### src/rtl/mlpf_pkg.sv
// shared types and constants for the multilevel priority fifo
// no dependencies; imported by every module of the block
`timescale 1ns / 1ps

package mlpf_pkg;

    localparam int LEVELS_DEF      = 8;
    localparam int CAPACITY_DEF    = 64;
    localparam int HANDLE_BITS_DEF = 16;

    localparam int HANDLE_W = 16;
    localparam int LEVEL_W  = 3;
    localparam int STATUS_W = 2;
    localparam int CFG_W    = 4;

    localparam logic [CFG_W-1:0] LEVEL_COUNT_RST = 4'd8;

    localparam logic REQ_INSERT = 1'b0;
    localparam logic REQ_POP    = 1'b1;

    typedef enum logic [STATUS_W-1:0] {
        ST_OK       = 2'd0,
        ST_EMPTY    = 2'd1,
        ST_FULL     = 2'd2,
        ST_BADLEVEL = 2'd3
    } t_status;

    // commands from controller to datapath
    typedef struct packed {
        logic load;
        logic ins;
        logic pop;
    } t_dp_cmd;

endpackage

### src/rtl/mlpf_ctrl.sv
// request sequencer for the multilevel priority fifo
// depends on mlpf_pkg
`timescale 1ns / 1ps

module mlpf_ctrl import mlpf_pkg::*; (
    input  logic    i_clk,
    input  logic    i_rst_n,
    input  logic    i_start,
    input  logic    i_req_type,
    output logic    o_busy,
    output t_dp_cmd o_cmd
);

    typedef enum logic [1:0] {
        S_IDLE,
        S_INSERT,
        S_POP
    } t_state;

    t_state r_state, n_state;
    logic   r_busy, n_busy;
    logic   r_ins, n_ins;
    logic   r_pop, n_pop;
    logic   load;

    assign load = i_start && !r_busy;

    always_comb begin
        n_state = r_state;
        case (r_state)
            S_IDLE: begin
                if (load) begin
                    n_state = (i_req_type == REQ_POP) ? S_POP : S_INSERT;
                end
            end
            S_INSERT: n_state = S_IDLE;
            S_POP:    n_state = S_IDLE;
            default:  n_state = S_IDLE;
        endcase
        n_busy = (n_state != S_IDLE);
        n_ins  = (n_state == S_INSERT);
        n_pop  = (n_state == S_POP);
    end

    always_ff @(posedge i_clk) begin
        if (!i_rst_n) begin
            r_state <= S_IDLE;
            r_busy  <= 1'b0;
            r_ins   <= 1'b0;
            r_pop   <= 1'b0;
        end else begin
            r_state <= n_state;
            r_busy  <= n_busy;
            r_ins   <= n_ins;
            r_pop   <= n_pop;
        end
    end

    assign o_busy    = r_busy;
    assign o_cmd.load = load;
    assign o_cmd.ins  = r_ins;
    assign o_cmd.pop  = r_pop;

endmodule

### src/rtl/mlpf_datapath.sv
// linked entry store, per-level queues, free list and result register
// depends on mlpf_pkg
`timescale 1ns / 1ps

module mlpf_datapath import mlpf_pkg::*; #(
    parameter int LEVELS      = LEVELS_DEF,
    parameter int CAPACITY    = CAPACITY_DEF,
    parameter int HANDLE_BITS = HANDLE_BITS_DEF
) (
    input  logic                i_clk,
    input  logic                i_rst_n,
    input  t_dp_cmd             i_cmd,
    input  logic                i_req_type,
    input  logic [LEVEL_W-1:0]  i_level,
    input  logic [HANDLE_W-1:0] i_handle,
    input  logic                i_cfg_we,
    input  logic [CFG_W-1:0]    i_cfg_wdata,
    output logic                o_done,
    output logic [STATUS_W-1:0] o_status,
    output logic [HANDLE_W-1:0] o_handle_out,
    output logic [LEVEL_W-1:0]  o_level_out
);

    localparam int ADDR_W = $clog2(CAPACITY);
    localparam int OCC_W  = $clog2(CAPACITY + 1);
    localparam int LVL_W  = $clog2(LEVELS);

    // entry store
    logic [HANDLE_BITS-1:0] handle_mem [CAPACITY];
    logic [ADDR_W-1:0]      link_mem   [CAPACITY];

    logic [CFG_W-1:0]       r_level_count;
    logic [ADDR_W-1:0]      r_head [LEVELS];
    logic [ADDR_W-1:0]      r_tail [LEVELS];
    logic [OCC_W-1:0]       r_occ  [LEVELS];
    logic [ADDR_W-1:0]      r_free_head;
    logic [OCC_W-1:0]       r_free_avail;
    logic [OCC_W-1:0]       r_fresh;

    // latched request
    logic [LEVEL_W-1:0]     r_level;
    logic [HANDLE_BITS-1:0] r_handle;
    logic                   r_pop_found;
    logic [LVL_W-1:0]       r_pop_lvl;
    logic [ADDR_W-1:0]      r_pop_slot;
    logic [HANDLE_BITS-1:0] r_handle_rd;
    logic [ADDR_W-1:0]      r_link_rd;

    // result register
    logic                   r_done;
    t_status                r_status;
    logic [HANDLE_W-1:0]    r_handle_out;
    logic [LEVEL_W-1:0]     r_level_out;

    logic                   pop_found;
    logic [LVL_W-1:0]       pop_idx;
    logic [ADDR_W-1:0]      rd_addr;
    logic [LVL_W-1:0]       lvl_idx;
    logic                   bad_level;
    logic                   use_free;
    logic                   full;
    logic [ADDR_W-1:0]      slot;
    logic                   ins_ok;
    logic                   pop_ok;
    logic                   pop_more;
    logic                   link_we;
    logic [ADDR_W-1:0]      link_waddr;
    logic [ADDR_W-1:0]      link_wdata;

    // lowest non-empty level
    always_comb begin
        pop_found = 1'b0;
        pop_idx   = '0;
        for (int l = LEVELS - 1; l >= 0; l--) begin
            if (r_occ[l] != '0) begin
                pop_found = 1'b1;
                pop_idx   = LVL_W'(l);
            end
        end
    end

    assign rd_addr = (i_req_type == REQ_POP) ? r_head[pop_idx] : r_free_head;

    assign lvl_idx   = LVL_W'(r_level);
    assign bad_level = ({1'b0, r_level} >= r_level_count) || (int'(r_level) >= LEVELS);
    assign use_free  = (r_free_avail != '0);
    assign full      = !use_free && (r_fresh == OCC_W'(CAPACITY));
    assign slot      = use_free ? r_free_head : ADDR_W'(r_fresh);
    assign ins_ok    = i_cmd.ins && !bad_level && !full;
    assign pop_ok    = i_cmd.pop && r_pop_found;
    assign pop_more  = (r_occ[r_pop_lvl] > OCC_W'(1));

    always_comb begin
        link_we    = 1'b0;
        link_waddr = r_pop_slot;
        link_wdata = r_free_head;
        if (pop_ok) begin
            link_we = 1'b1;
        end else if (ins_ok && (r_occ[lvl_idx] != '0)) begin
            link_we    = 1'b1;
            link_waddr = r_tail[lvl_idx];
            link_wdata = slot;
        end
    end

    always_ff @(posedge i_clk) begin
        if (ins_ok) begin
            handle_mem[slot] <= r_handle;
        end
        if (i_cmd.load) begin
            r_handle_rd <= handle_mem[rd_addr];
        end
    end

    always_ff @(posedge i_clk) begin
        if (link_we) begin
            link_mem[link_waddr] <= link_wdata;
        end
        if (i_cmd.load) begin
            r_link_rd <= link_mem[rd_addr];
        end
    end

    // head and tail pointers, request latch and result payload
    always_ff @(posedge i_clk) begin
        if (ins_ok) begin
            if (r_occ[lvl_idx] == '0) begin
                r_head[lvl_idx] <= slot;
            end
            r_tail[lvl_idx] <= slot;
        end
        if (pop_ok && pop_more) begin
            r_head[r_pop_lvl] <= r_link_rd;
        end
        if (i_cmd.load) begin
            r_level     <= i_level;
            r_handle    <= HANDLE_BITS'(i_handle);
            r_pop_found <= pop_found;
            r_pop_lvl   <= pop_idx;
            r_pop_slot  <= r_head[pop_idx];
        end
        if (i_cmd.ins) begin
            r_handle_out <= '0;
            r_level_out  <= r_level;
            if (bad_level) begin
                r_status <= ST_BADLEVEL;
            end else if (full) begin
                r_status <= ST_FULL;
            end else begin
                r_status <= ST_OK;
            end
        end else if (i_cmd.pop) begin
            if (r_pop_found) begin
                r_status     <= ST_OK;
                r_handle_out <= HANDLE_W'(r_handle_rd);
                r_level_out  <= LEVEL_W'(r_pop_lvl);
            end else begin
                r_status     <= ST_EMPTY;
                r_handle_out <= '0;
                r_level_out  <= '0;
            end
        end
    end

    // counts, free list and configuration
    always_ff @(posedge i_clk) begin
        if (!i_rst_n) begin
            r_level_count <= LEVEL_COUNT_RST;
            for (int l = 0; l < LEVELS; l++) begin
                r_occ[l] <= '0;
            end
            r_free_head  <= '0;
            r_free_avail <= '0;
            r_fresh      <= '0;
            r_done       <= 1'b0;
        end else begin
            r_done <= i_cmd.ins || i_cmd.pop;
            if (i_cfg_we) begin
                r_level_count <= i_cfg_wdata;
            end
            if (ins_ok) begin
                r_occ[lvl_idx] <= r_occ[lvl_idx] + OCC_W'(1);
                if (use_free) begin
                    r_free_head  <= r_link_rd;
                    r_free_avail <= r_free_avail - OCC_W'(1);
                end else begin
                    r_fresh <= r_fresh + OCC_W'(1);
                end
            end
            if (pop_ok) begin
                r_occ[r_pop_lvl] <= r_occ[r_pop_lvl] - OCC_W'(1);
                r_free_head      <= r_pop_slot;
                r_free_avail     <= r_free_avail + OCC_W'(1);
            end
        end
    end

    assign o_done       = r_done;
    assign o_status     = r_status;
    assign o_handle_out = r_handle_out;
    assign o_level_out  = r_level_out;

endmodule

### src/rtl/multilevel_priority_fifo_top.sv
// top level of the multilevel priority fifo
// depends on mlpf_pkg, mlpf_ctrl and mlpf_datapath
`timescale 1ns / 1ps

// Multilevel priority FIFO. Task handles wait in one FIFO per priority level
// and level 0 is served first. A request is taken at a rising edge where
// start is high and busy is low; req_type 0 appends i_handle at the tail of
// level i_level, req_type 1 removes the oldest handle of the lowest-numbered
// non-empty level. Every request gives exactly one result, shown on the o_
// result ports for a single cycle while o_done is high; the receiver cannot
// stall it, so it must take the transfer in that cycle. Each request keeps
// busy high through its execute state after the accepting edge and its
// result appears in the cycle after that, so a new request can be taken
// while the previous result is still on show. The execute state is needed
// because the entry store's read of the head entry or of the free-list link
// is registered and lands in the cycle after acceptance. i_cfg_we writes the
// level count; it is to be written only while the block is idle.

module multilevel_priority_fifo_top import mlpf_pkg::*; #(
    parameter int LEVELS      = LEVELS_DEF,
    parameter int CAPACITY    = CAPACITY_DEF,
    parameter int HANDLE_BITS = HANDLE_BITS_DEF
) (
    input  logic                i_clk,
    input  logic                i_rst_n,
    // request transfer
    input  logic                start,
    output logic                busy,
    input  logic                i_req_type,
    input  logic [LEVEL_W-1:0]  i_level,
    input  logic [HANDLE_W-1:0] i_handle,
    // level count register
    input  logic                i_cfg_we,
    input  logic [CFG_W-1:0]    i_cfg_wdata,
    // result transfer, one cycle wide
    output logic                o_done,
    output logic [STATUS_W-1:0] o_status,
    output logic [HANDLE_W-1:0] o_handle_out,
    output logic [LEVEL_W-1:0]  o_level_out
);

    t_dp_cmd cmd;

    // sequencer: idle, then one execute state per request
    mlpf_ctrl u_ctrl (
        .i_clk      (i_clk),
        .i_rst_n    (i_rst_n),
        .i_start    (start),
        .i_req_type (i_req_type),
        .o_busy     (busy),
        .o_cmd      (cmd)
    );

    // entry store, queue pointers, free list and result register
    mlpf_datapath #(
        .LEVELS      (LEVELS),
        .CAPACITY    (CAPACITY),
        .HANDLE_BITS (HANDLE_BITS)
    ) u_dp (
        .i_clk        (i_clk),
        .i_rst_n      (i_rst_n),
        .i_cmd        (cmd),
        .i_req_type   (i_req_type),
        .i_level      (i_level),
        .i_handle     (i_handle),
        .i_cfg_we     (i_cfg_we),
        .i_cfg_wdata  (i_cfg_wdata),
        .o_done       (o_done),
        .o_status     (o_status),
        .o_handle_out (o_handle_out),
        .o_level_out  (o_level_out)
    );

endmodule

### config.mk
export PLATFORM = sky130hd
export DESIGN_NAME = multilevel_priority_fifo_top
export DESIGN_NICKNAME = d
export VERILOG_FILES = /design/src/rtl/mlpf_pkg.sv /design/src/rtl/mlpf_ctrl.sv /design/src/rtl/mlpf_datapath.sv /design/src/rtl/multilevel_priority_fifo_top.sv
export SDC_FILE = /design/constraint.sdc
export NUM_CORES = 2
export LEC_CHECK = 0
export ABC_AREA = 1
export BUFFER_PORTS_ARGS = -buffer_cell sky130_fd_sc_hd__buf_4
export CORE_MARGIN = 1.5
export CORE_UTILIZATION = 35
export CTS_CLUSTER_SIZE = 40
export DETAILED_ROUTE_END_ITERATION = 10
export SYNTH_ARGS = -nofsm -noshare
export SYNTH_HDL_FRONTEND = slang
export SYNTH_SLANG_ARGS = --single-unit
### constraint.sdc
create_clock -name i_clk -period 9.7 [get_ports i_clk]
set_input_delay 1.455 -clock i_clk [delete_from_list [all_inputs] [get_ports i_clk]]
set_output_delay 1.455 -clock i_clk [all_outputs]
set_load 0.03 [all_outputs]
==> results.py <==
metrics = {
    "floorplanning": {
        "coreArea_um2": 210000,
        "initial_core_util_pct": 35.3,
        "die_h_um": 464,
        "rows": 168,
        "dieArea_um2": 215000,
        "die_x_um": 464,
        "io_pins": 51,
    },
    "sta": {
        "period_minus_slack_ns": 6.20,
        "tightest_slew_ns": 1.28,
        "clock-skew-final_ns": 0.0431,
        "finalHoldViolations": 0,
        "setup_viol": 0,
        "maxSlewHeadroom_pct": 14.8,
        "tns_ns": 0,
        "finalCritPeriodShare_pct": 63.9,
        "setup_ws_ns": 3.50,
        "rsz0062_at_grt": "no",
        "fmax_ghz": 0.161,
        "drv_slew": 0,
    },
    "grt": {
        "grt_pass1_wl_um": 312000,
        "antenna_found_initial": 4,
        "grt_max_degree": 192,
        "grt_usage_pct": 19.0,
        "grt_overflow_total": 0,
        "grt_pass1_vias": 48900,
    },
    "logic_synthesis": {
        "synth_async_sr_flop_share_pct": 0,
        "synth_seq_cells": 1668,
        "avgSynthCellArea_um2": 10.4,
        "yosys_warnings": 0,
        "yosys.area.top_type": "edfxtp_1",
        "synthFlopType": "edfxtp_1",
        "synth.yosys.seq_area_share_pct": 66.7,
        "ys_types": 49,
        "syn_inst": 7137,
        "syn_area_um2": 74300,
        "synth_nets": 7180,
        "ys_top_cells_by_area": "edfxtp_1 65%, nand3_1 10%, nand2_1 7.0%",
        "synth_top_area_share_pct": 65.3,
        "synth_edf_count": 1616,
    },
    "worst_setup_path": {
        "rr_startpoint": "u_dp.r_occ[0][3]",
        "startpoint_type": "flop",
        "crit_top_cell": "nand3_1",
        "reg2reg_to": "u_dp.r_handle_rd[4]",
        "rrSetupSlack_ns": 3.50,
        "max_stage_delay_ns": 0.83,
        "end_kind": "flop",
        "worstPathRequired_ns": 10.26,
        "arrival_ns": 6.75,
        "cp-startpoint": "u_dp.r_occ[0][3]",
        "crit_path_max_fanout": 125,
        "endpoint": "u_dp.r_handle_rd[4]",
        "crit_type": "flop to flop",
        "reg2reg_depth": 19,
        "cpMaxStageDelayCell": "nand2_8",
        "cp_cell_sequence": "nor2_1 > nand2_1 > nor4_4 > nand2_2 > a21oi_2 > inv_2 > nand3_1 > nand3_1 > nand2_1 > nand2_2 > nand2_8 > buf_12 > nand2_1 > nand3_1 > nand3_1 > nand3_1 > nand3_1 > nand3_1 > nand2_1",
    },
    "clock_network": {
        "h-tree-depth": 4,
        "clk_path_buf_depth": 3,
        "cts_buffers": 166,
        "cts_tree": "yes",
        "post_cts_resized": 0,
        "clock_latency_ns": 0.82,
        "post_cts.repair.setup_buffers": 0,
        "cts-hold-fix-buffers": 0,
        "clock-sinks": 1668,
        "root_buffer": "clkbuf_16",
        "clk_pin_slew_ns": 0.06,
    },
    "drt": {
        "wirelength_um": 210000,
        "wl_per_cell_um": 20.9,
        "ant_nets": 0,
        "drc": 0,
        "drtIter0Drc": 6121,
        "vias_per_cell": 5.14,
        "first_pass_iters": 7,
        "vias": 51600,
    },
    "placement": {
        "dp_cells": 9729,
        "numPortBuffers": 50,
        "finalWeightedCongestion": 0.882,
        "place_ws_ns": 3.67,
        "hpwlAfterDp_um": 117000,
    },
    "final_layout": {
        "final_util_pct": 39.4,
        "fin_nets": 7135,
        "fill_cells": 20100,
        "instances_no_fill": 10000,
        "syn_to_final_growth_pct": 11.5,
        "final_layout_size_suffix_gt1_share_pct": 6.50,
    },
    "status": {
        "status": "completed",
    },
    "worst_hold_path": {
        "min_path_type": "flop to flop",
        "whs_path_depth": 1,
    },
    "job": {
        "maxCapViolCount": 0,
    },
    "pwr": {
        "p_per_area_nw_per_um2": 194,
        "peakVddDrop_mv": 0.202,
        "power_mw": 16.1,
        "leakage_nw": 32.7,
    },
}
-- final cells by class --
class | count | area, um^2 | share of cell area (%)
Timing Repair Buffer | 189 | 1510 | 1.82
Clock buffer | 214 | 4540 | 5.48
Tap cell | 2805 | 3510 | 4.23
Sequential cell | 1668 | 49600 | 59.8
Antenna cell | 3 | 7.51 | 0.00906
Clock inverter | 90 | 719 | 0.868
Inverter | 1231 | 4630 | 5.58
Multi-Input combinational cell | 3836 | 18400 | 22.2
-- worst min-delay path by stage --
stage / startpoint / to / slack (ns)
floorplan: u_ctrl.r_state[1] / u_ctrl.o_busy / 0.39
global placement: u_ctrl.r_state[1] / u_ctrl.o_busy / 0.40
detailed placement: u_ctrl.r_state[0] / u_ctrl.o_busy / 0.40
CTS: u_ctrl.r_state[0] / u_ctrl.o_busy / 0.41
global route: u_ctrl.r_state[0] / u_ctrl.o_busy / 0.43
finish: u_ctrl.r_state[0] / u_ctrl.o_busy / 0.41
-- through the flow --
step                instance area, um^2  hold slack (ns)
floorplan                         74300            0.387
global route                      82900            0.427
detailed placement                77600            0.402
CTS                               82900            0.412
global placement                  77600            0.401
finish                            82900            0.410
-- routing by layer --
metal  track usage (%)  up-vias  share of wire, %
li1                  -    23900                 -
met1              26.2    25000                42
met2              30.1     2307                46
met3              3.22      364               8.4
met4              7.01        4               3.5
met5                 0        -             0.012
-- layout by cell type, fill, tap and decap left out, types with 8 or more instances in the layout --
| cell type | count |
|---|---|
| a21oi_1 | 70 |
| a31oi_1 | 10 |
| a32o_1 | 18 |
| buf_4 | 182 |
| bufinv_16 | 9 |
| clkbuf_1 | 34 |
| clkbuf_16 | 172 |
| clkbuf_8 | 8 |
| clkinv_1 | 40 |
| clkinv_2 | 32 |
| dfxtp_1 | 51 |
| edfxtp_1 | 1616 |
| ha_1 | 14 |
| inv_1 | 1215 |
| inv_2 | 10 |
| nand2_1 | 1375 |
| nand3_1 | 1544 |
| nand3b_1 | 220 |
| nand4_1 | 15 |
| nor2_1 | 219 |
| nor3_1 | 25 |
| o211ai_1 | 9 |
| o21ai_0 | 184 |
| o21ai_4 | 11 |
| o221ai_1 | 8 |
| o22ai_1 | 60 |
-- critical path, delay by kind of cell (launching register included) --
family	cells	cell delay, ns
buffers and inverters	2	0.83
AOI/OAI and AO/OA	1	0.50
and+or+nand+nor	16	4.06
DFF	1	0.41
-- cell usage after synthesis (52+ instances only) --
master	instances
buf_2	234
nand2_1	1377
clkbuf_1	134
a21oi_1	71
nand3_1	1544
nor2_1	225
o21ai_0	190
dfxtp_1	52
edfxtp_1	1616
nand3b_1	220
inv_1	1215
o22ai_1	60
-- state kept, by name (all words and copies together) (netlist names), 7 cells and up, named ones only --
name and cells:
u_dp.r_fresh 7, u_dp.r_head 48, u_dp.r_handle_rd 16, u_dp.handle_mem 1024, u_dp.r_occ 56, u_dp.link_mem 384, u_dp.r_free_avail 7, u_dp.r_tail 48
u_dp.r_handle 16, u_dp.o_handle_out 16
-- report_power, final --
part | switching [mW] | total (mW) | internal, mW
Combinational | 1.29 | 1.68 | 0.390
Sequential | 0.0622 | 8.11 | 8.05
Clock | 2.76 | 6.30 | 3.54
-- logic make-up (layout without fill, tap and decap cells) --
family          Yosys count  count (layout)  share of synthesized area [%]
compound gates          387             387                           2.99
other cells               0               3                              0
xor+xnor                 11              11                          0.130
flops                  1668            1668                           66.7
simple gates           3423            3423                           21.2
fa+ha+maj                15              15                          0.263
buf+inv                1633            1724                           8.77
No activity file was read; power rests on OpenSTA's default activity.
